[src/hw/rtl/dost_pkg.sv]
// Package for the directory offset subvolume transform.
// Word types, queue entry format and shared constants; no dependencies.
`default_nettype none
package dost_pkg;

  localparam int CFG_W = 11;
  localparam int IDX_W = 10;
  localparam int OFS_W = 64;
  localparam logic [CFG_W-1:0] MAX_LEAVES = 11'd1024;

  // Front-to-back queue
  localparam int FQ_DEPTH = 4;
  localparam int FQ_AW = 2;

  // Divider pipeline: 4 quotient bits per stage
  localparam int BITS_PER_STAGE = 4;
  localparam int DIV_STAGES = OFS_W / BITS_PER_STAGE;

  // Result queue
  localparam int OQ_DEPTH = 2;
  localparam int OQ_AW = 1;

  typedef enum logic {
    OP_ENCODE = 1'b0,
    OP_DECODE = 1'b1
  } opcode_t;

  // How the back end finishes an entry
  typedef enum logic [1:0] {
    K_ENC = 2'd0,  // val holds the packed offset
    K_DEC = 2'd1,  // idx and val hold the decoded pair
    K_DIV = 2'd2   // val / n and val % n still to be done
  } kind_t;

  typedef struct packed {
    logic [0:0]       opcode;
    logic [OFS_W-1:0] offset;
    logic [IDX_W-1:0] leaf_id;
  } item_t;

  typedef struct packed {
    logic [OFS_W-1:0] transformed_offset;
    logic [IDX_W-1:0] subvol_index;
    logic [OFS_W-1:0] original_offset;
  } result_t;

  typedef struct packed {
    kind_t            kind;
    logic [OFS_W-1:0] val;
    logic [IDX_W-1:0] idx;
    logic [CFG_W-1:0] n;
  } entry_t;

endpackage
`default_nettype wire

[src/hw/rtl/dost_front.sv]
// Front end: leaf count register, item classification and the entry queue.
// Depends on dost_pkg.
`default_nettype none
module dost_front import dost_pkg::*; (
  input  wire logic             clk,
  input  wire logic             rst,
  input  wire logic             cfg_we,
  input  wire logic [CFG_W-1:0] cfg_data,
  input  wire logic             push,
  output logic                  full,
  input  wire item_t            item,
  output logic                  head_valid,
  output entry_t                head,
  input  wire logic             take
);

  logic [CFG_W-1:0] leaf_count;
  logic [CFG_W-1:0] n;
  logic [3:0]       b;
  logic [OFS_W-1:0] hi_mask;
  logic [OFS_W-1:0] x;
  logic             is_hi;
  entry_t           ent;
  logic [OFS_W+CFG_W-1:0] prod;

  entry_t           mem [FQ_DEPTH];
  logic [FQ_AW-1:0] wr_ptr;
  logic [FQ_AW-1:0] rd_ptr;
  logic [FQ_AW:0]   count;
  logic             wr;

  always_ff @(posedge clk) begin
    if (rst) begin
      leaf_count <= CFG_W'(1);
    end else if (cfg_we) begin
      leaf_count <= cfg_data;
    end
  end

  always_comb begin
    if (leaf_count == '0) begin
      n = CFG_W'(1);
    end else if (leaf_count > MAX_LEAVES) begin
      n = MAX_LEAVES;
    end else begin
      n = leaf_count;
    end
    // bits needed to count n values
    b = '0;
    for (int k = 0; k < CFG_W; k++) begin
      if ((CFG_W'(1) << k) < n) b = b + 4'd1;
    end
  end

  assign x       = item.offset;
  assign hi_mask = {OFS_W{1'b1}} << b;
  assign is_hi   = (x >> (6'd62 - 6'(b))) != '0;
  assign prod    = x * n;

  always_comb begin
    ent.n   = n;
    ent.idx = '0;
    ent.val = x;
    if (item.opcode == OP_ENCODE) begin
      ent.kind = K_ENC;
      if (x == '1 || x == '0 || n == CFG_W'(1)) begin
        ent.val = x;
      end else if (is_hi) begin
        ent.val = (OFS_W'(1) << 62) | ((x >> 1) & hi_mask) | OFS_W'(item.leaf_id);
      end else begin
        ent.val = prod[OFS_W-1:0] + OFS_W'(item.leaf_id);
      end
    end else if (n == CFG_W'(1)) begin
      ent.kind = K_DEC;
    end else if (x[62]) begin
      ent.kind = K_DEC;
      ent.idx  = IDX_W'(x & ~hi_mask);
      ent.val  = ((x & ~(OFS_W'(1) << 62)) & hi_mask) << 1;
    end else begin
      ent.kind = K_DIV;
    end
  end

  assign full       = (count == (FQ_AW+1)'(FQ_DEPTH));
  assign wr         = push && !full;
  assign head_valid = (count != '0);
  assign head       = mem[rd_ptr];

  always_ff @(posedge clk) begin
    if (wr) begin
      mem[wr_ptr] <= ent;
    end
  end

  always_ff @(posedge clk) begin
    if (rst) begin
      wr_ptr <= '0;
      rd_ptr <= '0;
      count  <= '0;
    end else begin
      if (wr) wr_ptr <= wr_ptr + 1'b1;
      if (take) rd_ptr <= rd_ptr + 1'b1;
      count <= count + (FQ_AW+1)'(wr) - (FQ_AW+1)'(take);
    end
  end

endmodule
`default_nettype wire

[config.mk]
export PLATFORM = sky130hd
export DESIGN_NAME = dost_front
export DESIGN_NICKNAME = d
export VERILOG_FILES = /design/src/hw/rtl/dost_pkg.sv /design/src/hw/rtl/dost_front.sv
export SDC_FILE = /design/constraint.sdc
export NUM_CORES = 2
export LEC_CHECK = 0
export ABC_AREA = 1
export BUFFER_PORTS_ARGS = -buffer_cell sky130_fd_sc_hd__buf_2
export CAP_MARGIN = 25
export CORE_MARGIN = 5
export CORE_UTILIZATION = 65
export CTS_BUF_LIST = sky130_fd_sc_hd__clkbuf_4 sky130_fd_sc_hd__clkbuf_8
export DETAILED_ROUTE_END_ITERATION = 7
export PLACE_DENSITY_LB_ADDON = 0.1
export SETUP_SLACK_MARGIN = 0.05
export SYNTH_ARGS = -nofsm -noshare
export SYNTH_HDL_FRONTEND = slang
export SYNTH_SLANG_ARGS = --single-unit
[constraint.sdc]
create_clock -name clk -period 8.8 [get_ports clk]
set_input_delay 0.88 -clock clk [delete_from_list [all_inputs] [get_ports clk]]
set_output_delay 0.88 -clock clk [all_outputs]
set_load 0.005 [all_outputs]
==> results.cfg <==
[sta]
clock_skew_ns = 0.02356
tightest_slew_ns = 1.005
final.setup.tns_ns = 0
setup_viol = 0
slew_headroom_pct = 33.03
min_period_over_period_pct = 94.43
hold_violations = 0
drv_slew = 0
period_needed_ns = 8.310
fmax_ghz = 0.1203

[worst_hold_path]
worstHoldPathType = flip-flop to flip-flop

[worst_setup_path]
timing.setup.critical_path_class = flip-flop to flip-flop
crit_path_max_incr_delay_ns = 0.55
cp-endpoint = mem[2][83]
start_kind = flip-flop
reg2reg_to = mem[2][83]
ff2ff_path_depth = 34
critPathSlowestCell = fa_1
critical_path.most_common_cell = fa_1
startpoint = leaf_count[8]
r2r-start = leaf_count[8]
worstPathMaxFanout = 8
cp.required_ns = 9.07
end_kind = flip-flop
rrSetupSlack_ns = 0.49
cp.arrival_ns = 8.58

[yosys]
synth_cell_types = 49
yosys-top-cells-area = edfxtp_1, fa_1, nand2_1, inv_1, ha_1
synth_top_area_cell = edfxtp_1
syn-cell-area_um2 = 39520
synth_adder_area_share_pct = 31.04
synth_nets = 5526
synth_edf_count = 348
synth_compound_area_share_pct = 9.226
synth_top_family_by_area = adder cells
muxShareOfSynthArea_pct = 0
synth_seq_cells = 368
ys_seq_area_share_pct = 27.46
synthSimpleGateAreaFrac_pct = 19.71
syn_inst = 4765
synth_xor_area_share_pct = 1.751
ys.flop_type = edfxtp_1
avgSynthCellArea_um2 = 8.293
async_flop_share_pct = 0
ys_warn_count = 0
netlist.area_leader.share_pct = 26.44

[global_routing]
grt.overflow.total = 0
first_global_vias = 33270
grt_use_total_pct = 34.83
antenna_found_initial = 2
grt_max_degree = 86
grt_pass1_wl_mm = 184.0

[detailed_routing]
ant_nets = 0
drc = 0
wire_per_inst_um = 20.57
wl_mm = 115.8
vias = 33790
drt_iter0_drc = 3771
avgViaCountPerCell = 6.001
dr.pass1.iters = 7

[cells_and_area]
area_growth_pct = 7.520
fin_util_pct = 70.53
nets = 5570
drive_gt1_share_pct = 10.07
final_cell_count_no_fill = 5631

[clocking]
cts_tree = built
cts_buffer_depth = 3
clock_latency_ns = 0.59
cts.sinks = 368
cts-htree-levels = 2
cts_buffers = 48
clk_pin_slew_ns = 0.07
root_buffer = clkbuf_8

[floorplan]
initial_core_util_pct = 65.59
fp.dieH_um = 256.6
core_um2 = 60250
core.rowCount = 90
ios = 180
dieArea_um2 = 65830
fp.dieW_um = 256.6

[placed_design]
hpwlAfterDp_mm = 86.19
gp_congestion = 0.9915
dp_cells = 5531
port_buffers = 179

[pwr]
max-vdd-ir-drop_v = 0.0003518
p_per_area_nw_per_um2 = 287.1
power.total_uw = 12200
static-leakage-power_uw = 0.01885

[outcome]
status = completed

[flow_run]
cap_violations = 0
-- synth_stat cells, types with 4 or more instances --
| library cell | instances |
|---|---|
| buf_4 | 4 |
| nand3_2 | 5 |
| dfxtp_1 | 20 |
| xor2_1 | 50 |
| nand3_1 | 257 |
| inv_1 | 811 |
| nand4_1 | 92 |
| inv_2 | 17 |
| nor2_1 | 422 |
| a21oi_1 | 207 |
| buf_6 | 6 |
| o31ai_1 | 4 |
| buf_1 | 30 |
| ha_1 | 153 |
| o211ai_1 | 8 |
| o21a_1 | 5 |
| a21boi_0 | 14 |
| o22ai_1 | 90 |
| nand2_1 | 1017 |
| clkbuf_1 | 211 |
| a31oi_1 | 25 |
| xnor2_1 | 29 |
| nor4_1 | 29 |
| nor3_1 | 13 |
| o21ai_0 | 284 |
| buf_2 | 27 |
| a21boi_1 | 6 |
| clkinv_1 | 6 |
| nand2_2 | 16 |
| edfxtp_1 | 348 |
| o21ai_1 | 12 |
| fa_1 | 517 |
-- state kept, by name (all words and copies together) (netlist names), named ones only --
signal / cells
wr_ptr: 2
leaf_count: 11
count: 3
rd_ptr: 2
mem: 348
-- placed cells by master (no fill, tap or decap), drive strengths merged, types with 92 or more instances in the layout --
cell,instances
nand3,263
nor2,427
o21ai,299
buf,268
fa,517
nand2,1035
nand4,92
inv,830
ha,153
edfxtp,348
a21oi,207
-- power breakdown --
part | internal (uW) | total, uW | switching (uW)
combinational | 2970 | 8610 | 5640
sequential | 2270 | 2330 | 55.0
clock | 647 | 1260 | 613
-- worst min path at each step --
stage / from / endpoint / slack (ns) / cells past startpoint
after floorplan: rd_ptr[1] / flip-flop / 0.41 / 1
after global placement: rd_ptr[1] / flip-flop / 0.43 / 1
after detailed placement: rd_ptr[1] / flip-flop / 0.43 / 1
after CTS: rd_ptr[1] / flip-flop / 0.46 / 1
after global routing: rd_ptr[1] / flip-flop / 0.49 / 1
final: rd_ptr[1] / flip-flop / 0.46 / 1
-- through the flow --
step,setup WS [ns],instance area (um2),hold slack [ns]
2_1_floorplan,1.222,39520,0.4121
3_3_place_gp,0.3962,41000,0.4300
3_5_place_dp,0.2161,41020,0.4323
4_1_cts,0.1605,41980,0.4565
5_1_grt,-0.03129,42480,0.4878
6_report,0.4903,42490,0.4583
-- critical path, delay by kind of cell, from the launching register on --
family	cells	cell delay [ns]
simple gates	8	1.21
compound gates	13	2.83
xor+xnor	1	0.15
buf+inv	6	0.61
fa+ha+maj	6	2.87
flops	1	0.34
-- logic make-up after synthesis --
logic type / Yosys count
buf+inv: 1113
simple gates: 1864
compound gates: 671
xor+xnor: 79
flops: 368
fa+ha+maj: 670
-- area by class of cell --
type                       instances  area [um2]
multi-input combinational       3284       24770
fill                            4804       17760
sequential                       368       10860
inverter                         835        3143
timing repair buffer             272        1773
tap                              782       978.4
clock buffer                      63       785.8
clock inverter                    23       170.2
antenna                            4       10.01
-- routing by layer --
| metal | part of all wire (%) | routed length (um) | global-route usage, % |
|---|---|---|---|
| met1 | 40 | 45900 | 50.56 |
| met2 | 44 | 51250 | 53.51 |
| met3 | 12 | 13580 | 6.434 |
| met4 | 4.4 | 5070 | 12.29 |
| met5 | 0 | 0 | 0 |
-- repair_timing --
| action | 4_1_cts | 5_1_grt |
|---|---|---|
| endpoints found under the setup margin | 0 | 256 |
| gates resized for setup | 0 | 114 |
| hold buffers | 0 | 0 |
| buffers inserted | 0 | 6 |
(Power assumes the default switching activity.)
